$ cat src/hdl/tcsa_pkg.sv
// ----------------------------------------------------------------------------
// tcsa_pkg
// Shared word types and codes of the transposed convolution accumulator.
// ----------------------------------------------------------------------------
package tcsa_pkg;

  localparam int ACC_W      = 48;
  localparam int CFG_IDX_W  = 3;
  localparam int CFG_DATA_W = 3;

  // commands
  localparam logic [2:0] CMD_LOAD_TAP  = 3'd0;
  localparam logic [2:0] CMD_LOAD_BIAS = 3'd1;
  localparam logic [2:0] CMD_CLEAR     = 3'd2;
  localparam logic [2:0] CMD_SAMPLE    = 3'd3;
  localparam logic [2:0] CMD_READ      = 3'd4;

  // result status
  localparam logic [1:0] ST_OK   = 2'd0;
  localparam logic [1:0] ST_DROP = 2'd1;
  localparam logic [1:0] ST_BAD  = 2'd2;

  // register indexes
  localparam logic [CFG_IDX_W-1:0] REG_STRIDE_ROWS = 3'd0;
  localparam logic [CFG_IDX_W-1:0] REG_STRIDE_COLS = 3'd1;
  localparam logic [CFG_IDX_W-1:0] REG_PAD_ROWS    = 3'd2;
  localparam logic [CFG_IDX_W-1:0] REG_PAD_COLS    = 3'd3;
  localparam logic [CFG_IDX_W-1:0] REG_DILATE_ROWS = 3'd4;
  localparam logic [CFG_IDX_W-1:0] REG_DILATE_COLS = 3'd5;
  localparam logic [CFG_IDX_W-1:0] REG_TAPS_ROWS   = 3'd6;
  localparam logic [CFG_IDX_W-1:0] REG_TAPS_COLS   = 3'd7;

  // q8.8 bias times this gives q16.16
  localparam logic signed [15:0] BIAS_SCALE = 16'sh0100;

  typedef struct packed {
    logic [2:0]          cmd;
    logic [3:0]          chan;
    logic [6:0]          row_pos;
    logic [6:0]          col_pos;
    logic signed [15:0]  sample_value;
  } in_word_t;

  typedef struct packed {
    logic signed [ACC_W-1:0] acc_value;
    logic [1:0]              status;
  } out_word_t;

endpackage

$ cat src/hdl/tcsa_mac.sv
// ----------------------------------------------------------------------------
// tcsa_mac
// Shared 16x16 multiplier with registered product and a saturating 48-bit add.
// ----------------------------------------------------------------------------
module tcsa_mac (
  input  logic                                  clk,
  input  logic                                  mul_en,
  input  logic signed [15:0]                    op_a,
  input  logic signed [15:0]                    op_b,
  input  logic signed [tcsa_pkg::ACC_W-1:0]     acc_in,
  output logic signed [tcsa_pkg::ACC_W-1:0]     sum
);

  localparam int AW = tcsa_pkg::ACC_W;

  logic signed [31:0] prod_r;
  logic        [AW:0] wide_c;

  always_ff @(posedge clk) begin
    if (mul_en) begin
      prod_r <= op_a * op_b;
    end
  end

  // one guard bit catches overflow of the accumulate
  assign wide_c = {acc_in[AW-1], acc_in} + {{(AW-31){prod_r[31]}}, prod_r};

  always_comb begin
    if (wide_c[AW] != wide_c[AW-1]) begin
      sum = wide_c[AW] ? {1'b1, {(AW-1){1'b0}}} : {1'b0, {(AW-1){1'b1}}};
    end else begin
      sum = wide_c[AW-1:0];
    end
  end

endmodule

$ cat config.mk
export PLATFORM = sky130hd
export DESIGN_NAME = tcsa_mac
export DESIGN_NICKNAME = d
export VERILOG_FILES = /design/src/hdl/tcsa_pkg.sv /design/src/hdl/tcsa_mac.sv
export SDC_FILE = /design/constraint.sdc
export NUM_CORES = 1
export LEC_CHECK = 0
export BUFFER_PORTS_ARGS = -buffer_cell sky130_fd_sc_hd__buf_2
export CAP_MARGIN = 30
export CORE_MARGIN = 2
export CORE_UTILIZATION = 41
export DETAILED_ROUTE_END_ITERATION = 16
export PLACE_DENSITY = 0.64
export SKIP_LAST_GASP = 1
export SYNTH_ARGS = -nofsm -noshare
export SYNTH_HDL_FRONTEND = slang
export SYNTH_SLANG_ARGS = --single-unit
$ cat constraint.sdc
create_clock -name clk -period 16.65 [get_ports clk]
set_clock_uncertainty 0.1 [all_clocks]
set_input_delay 2.4975 -clock clk [delete_from_list [all_inputs] [get_ports clk]]
set_output_delay 2.4975 -clock clk [all_outputs]
set_load 0.02 [all_outputs]
==> results of run 1 <==
## synth_stat cells (9+ instances only)
library cell  number
inv_1            308
fa_1             263
nand2_1          157
ha_1             130
and2_1           129
a21oi_1           80
o21ai_0           74
nor2_1            60
xnor2_1           51
clkbuf_1          40
edfxtp_1          32
a21o_1            25
xor2_1            24
nand2b_1          13
nand3_1           13
nor2b_1           11
nand4_1           10
o21bai_1          10
nor3_1             9
## area by class of cell
| class | count | area (um^2) |
|---|---|---|
| Multi-Input combinational cell | 1159 | 11400 |
| Fill cell | 3309 | 18400 |
| Sequential cell | 32 | 961 |
| Clock buffer | 6 | 129 |
| Timing Repair Buffer | 129 | 646 |
| Clock inverter | 2 | 35.0 |
| Tap cell | 448 | 561 |
| Inverter | 308 | 1160 |
## layer usage
layer / global-route usage / up-vias
met5: 0 / -
met2: 0.360 / 289
met4: 0.0705 / 0
met3: 0.0223 / 72
li1: - / 5065
met1: 0.255 / 5327
## cells by family (layout without fill, tap and decap cells)
logic type,Yosys count,after routing,synth area share
multiplexers,2,2,0.00154
AO/OA/AOI/OAI,255,255,0.120
XOR/XNOR,75,75,0.0477
adder cells (fa/ha/maj),398,398,0.504
buffers and inverters,360,445,0.101
AND/OR/NAND/NOR,429,429,0.156
flip-flops,32,32,0.0697
## worst max-delay path, stage by stage
cell      delay [ns]
buf_2           0.31
nand2_1         0.16
inv_1           0.15
fa_1            0.55
fa_1            0.75
fa_1            0.49
fa_1            0.54
fa_1            0.49
inv_1           0.05
fa_1            0.48
inv_1           0.04
ha_1            0.40
and4_1          0.25
nand3_1         0.13
nor4_1          0.65
o21bai_1        0.11
a21boi_0        0.28
o41ai_1         0.16
nor2_1          0.12
a211oi_1        0.05
## path summary, 6_finish.rpt
| path | start | end | slack [ns] | depth (start not counted) |
|---|---|---|---|---|
| setup / recovery | op_a[15] | prod_r[31]$_DFFE_PP_ | 7.86 | 20 |
| hold / removal | op_b[0] | prod_r[0]$_DFFE_PP_ | 2.69 | 2 |
## per-stage QoR
stage	setup slack, ns	hold slack, ns	instances	utilization
3_3_place_gp	7.70	2.95	2076	0.443
4_1_cts	7.82	2.68	2084	0.448
5_1_grt	7.37	2.71	2084	0.448
3_5_place_dp	7.60	2.96	2076	0.443
6_report	7.86	2.69	2084	0.448
2_1_floorplan	8.12	2.51	1551	-
==> key figures, run 1 <==
GRT
  – Gr ovfl total: 0
  – All-Layer GR Usage: 0.202
  – Wire length of the first global-routing pass: 57300 um
  – Largest net degree at the start of global routing: 43
  – Vias in the first global route: 11500
  – Initial antenna violation count: 0

Floorplanning
  – Die H: 187 um
  – Initial Utilization: 0.414
  – I/O Pins: 130
  – Core outline area: 33300 um^2
  – Die Area: 35100 um^2
  – Die W: 187 um
  – Row cnt: 67

Layout
  – Biggest regs: prod_r x32
  – Most frequent cells in the layout: inv_1 (308), fa_1 (263), nand2_1 (157)
  – Share of cells above drive strength 1: 0.0996
  – Design area: 14900 um^2
  – Inserted Diodes: 0
  – Largest reg by FF count: prod_r
  – Final nets: 2110
  – Area growth syn-to-layout: 8.25%
  – Commonest non-fill, non-tap cell in the layout: inv_1
  – Max reg flops: 32

Logic synthesis
  – Top cells by area, synth: fa_1 (38%), ha_1 (12%), inv_1 (8.4%)
  – Gate Count Post-Synth: 1551
  – Mapped Area: 13800 um^2
  – Ys Warns: 0
  – Cell variety after synth: 72
  – EDFF count, synth: 32
  – Yosys top cell area share: 0.382
  – Mean area per synthesized cell: 8.88 um^2
  – Post-synth top area cell: fa_1
  – Primary FF master, synth: edfxtp_1
  – Fraction of registers with async set/reset: 0
  – Syn_nets: 2026
  – Sequential element share of the synthesized area: 0.0697
  – Flops & latches, synth: 32

Timing
  – Least-Margin Pin Slew: 0.772 ns
  – FMAX: 114 MHz
  – Final Cycle Share: 0.528
  – Final TNS setup: 0 ns
  – # setup viols final: 0
  – Count of pins over their slew limit: 0
  – Minimum clock period: 8.79 ns
  – RSZ-0062 raised after global routing: false
  – Final hold violations: 0
  – Max-slew headroom: 0.486

Detailed routing
  – Routed len/inst: 16.3 um
  – Post-DR vias/cell: 5.16
  – Initial DRC count: 496
  – ANT nets after route: 0
  – WL met2: 16800 um
  – Max layer used: met4
  – Drt drc: 0
  – Met3 WL: 1610 um
  – Via count: 10800
  – TritonRoute pass-1 iters: 5
  – Wl on met1: 14400 um
  – WL final: 34100 um

Clock tree
  – Total CTS buffers: 5
  – Worst-case clock buffer depth: 2
  – Clock transition at path regs: 0.05 ns
  – Post-cts resize count: 0
  – H-tree depth: 2
  – Setup bufs post-CTS: 0
  – # clock sinks: 32
  – Clock Tree Root: clkbuf_16
  – Hold_buf cts: 0
  – CTS tree: yes

Place
  – GPL Wtd Cong: 0.891
  – DP Area: 14800 um^2
  – Buffers added on ports: 129
  – Hpwl dp: 29100 um

Min path
  – Hold crit path type: primary input to flip-flop

Worst setup path
  – Crit path DAT: 8.68 ns
  – CP startpoint kind: primary input
  – CP max FO: 16
  – Critical path class: primary input to flip-flop
  – Req. time, crit path: 16.54 ns
  – Setup crit end kind: flip-flop

Outcome
  – Status: complete, no violations

Flow run
  – Max Cap Viol: 0
Power of run 1 is not shown: default switching activity piles up to over one toggle a cycle in this logic, so the estimate is an artifact.
==> inputs of run 2 (changes only) <==
- PLACE_DENSITY: 0.64 -> 0.66
- clock period: 16.65 -> 7.5 ns (I/O delays scaled with it)
==> run 2 against run 1 <==
Critical path depth is 1 higher. Critical endpoint is now prod_r[21]$_DFFE_PP_. Largest cell class unchanged. Highest routed layer unchanged. Utilization is 0.18 points higher. Final area grew 0.41%.
==> key figures, run 2 (same netlist as run 1, synthesis figures left out) <==
Worst setup path
  – Setup crit end kind: flip-flop
  – CP startpoint kind: primary input
  – CP max FO: 16 (unchanged)
  – CP Cell Sequence: buf_2, nand2_1, fa_1, fa_1, fa_1, fa_1, inv_1, fa_1, fa_1, ha_1, a21o_1, a21oi_1, nor2b_1, a2111oi_1, buf_4, o21bai_1, a21oi_1, o21bai_1, a21oi_1, nor4bb_1, or3_1
  – Critical-path top delay cell: fa_1
  – Req. time, crit path: 7.41 ns (-9.13 ns)
  – Top delay family on crit path: adder cells
  – Crit path DAT: 7.07 ns (-1.61 ns)
  – Critical path class: primary input to flip-flop
  – Most Frequent Cell on Critical Path: fa_1
  – Largest stage delay, worst path: 0.57 ns (-0.18 ns)
  – WP buf/inv: 3 (-1)
  – Levels on crit path: 21 (+5.0%)

GRT
  – Vias in the first global route: 11500 (+0.16%)
  – Gr ovfl total: 0 (unchanged)
  – Met2 usage: 0.357 (-0.00357)
  – Grt met1 use: 0.266 (+0.0114)
  – Initial antenna violation count: 0 (unchanged)
  – Most Crowded Layer GR: met2
  – Largest net degree at the start of global routing: 43 (unchanged)
  – Wire length of the first global-routing pass: 57500 um (+0.37%)
  – All-Layer GR Usage: 0.202 (-0.000204)
  – GR met3 Demand/Resource: 0.0199 (-0.00244)

Detailed routing
  – WL final: 34100 um (+0.18%)
  – ANT nets after route: 0 (unchanged)
  – Routed len/inst: 16.3 um (-0.30%)
  – TritonRoute pass-1 iters: 5 (unchanged)
  – Drt drc: 0 (unchanged)
  – Post-DR vias/cell: 5.15 (-0.12%)
  – Via count: 10800 (+0.36%)
  – Initial DRC count: 550 (+11%)

Clock tree
  – Worst-case clock buffer depth: 2 (unchanged)
  – CTS tree: yes
  – Setup bufs post-CTS: 0 (unchanged)
  – Hold_buf cts: 0 (unchanged)
  – Post-cts resize count: 0 (unchanged)
  – # clock sinks: 32 (unchanged)
  – Total CTS buffers: 5 (unchanged)
  – Clock transition at path regs: 0.05 ns (about the same)
  – H-tree depth: 2 (unchanged)
  – Clock Tree Root: clkbuf_16

Timing
  – Minimum clock period: 7.16 ns
  – # setup viols final: 0 (unchanged)
  – FMAX: 140 MHz
  – Final TNS setup: 0 ns (unchanged)
  – Least-Margin Pin Slew: 0.769 ns (-0.00239 ns)
  – Count of pins over their slew limit: 0 (unchanged)
  – WHS: 1.32 ns (-1.37 ns)
  – RSZ-0062 raised after global routing: false
  – Final hold violations: 0 (unchanged)
  – Final Cycle Share: 0.955
  – Max-slew headroom: 0.486 (about the same)

Layout
  – Inserted Diodes: 0 (unchanged)
  – Multi-input gate area: 11400 um^2 (about the same)
  – FILL cells: 3248 (-1.8%)
  – Storage element area: 961 um^2 (unchanged)
  – Area growth syn-to-layout: 8.70%
  – Biggest regs: prod_r x32
  – Final nets: 2121 (+0.52%)
  – Max reg flops: 32 (unchanged)
  – Share of cells above drive strength 1: 0.105 (+0.00547)
  – Largest reg by FF count: prod_r
  – Most frequent cells in the layout: inv_1 (308), fa_1 (263), nand2_1 (157)
  – Commonest non-fill, non-tap cell in the layout: inv_1

Place
  – GPL Wtd Cong: 0.894 (+0.40%)
  – Hpwl dp: 28800 um (-0.85%)
  – Buffers added on ports: 129 (unchanged)

Floorplanning
  – I/O Pins: 130 (unchanged)
  – Die W: 187 um (unchanged)
  – Initial Utilization: 0.414 (unchanged)
  – Die Area: 35100 um^2 (unchanged)
  – Row cnt: 67 (unchanged)
  – Core outline area: 33300 um^2 (unchanged)
  – Die H: 187 um (unchanged)

Min path
  – Hold crit path type: primary input to flip-flop
  – Hold path depth: 2 (unchanged)

Outcome
  – Status: complete, no violations

Flow run
  – Max Cap Viol: 0 (unchanged)
## run 2: cell types whose count changed in the layout (fill, tap and decap cells not counted)
cell       previous run  this run
buf_4                 0        11
clkinv_1              0         2
buf_2               129       128
bufinv_16             1         0
clkbuf_1              1         0
clkbuf_4              0         1
clkinv_2              1         0
o21ai_0              74        73
o21ai_1               2         3
o41ai_1               1         0
o41ai_2               1         2
## run 2: layer usage
layer,vias to the layer above,part of all wire
met5,-,0
met4,0,0.023
met3,51,0.053
met2,303,0.49
met1,5358,0.44
li1,5080,-
## run 2: path summary, 6_finish.rpt
kind	from	endpoint	slack [ns]
setup / recovery	op_b[1]	prod_r[21]$_DFFE_PP_	0.34
hold / removal	op_b[0]	prod_r[0]$_DFFE_PP_	1.32
## run 2: stage by stage
step	area, um^2	util	instances	setup WS (ns)
3_3_place_gp	14800	0.446	2087	0.208
4_1_cts	15000	0.450	2094	0.293
2_1_floorplan	13800	-	1551	0.340
5_1_grt	15000	0.450	2094	0.0239
6_report	15000	0.450	2094	0.339
3_5_place_dp	14800	0.446	2087	0.0329
## run 2: cell type report
cell class | instances | share of cell area
Inverter | 308 | 0.0772
Timing Repair Buffer | 140 | 0.0488
Multi-Input combinational cell | 1159 | 0.764
Clock buffer | 5 | 0.00835
Tap cell | 448 | 0.0374
Sequential cell | 32 | 0.0642
Clock inverter | 2 | 0.000501
Power of run 2 is left out for the same reason.
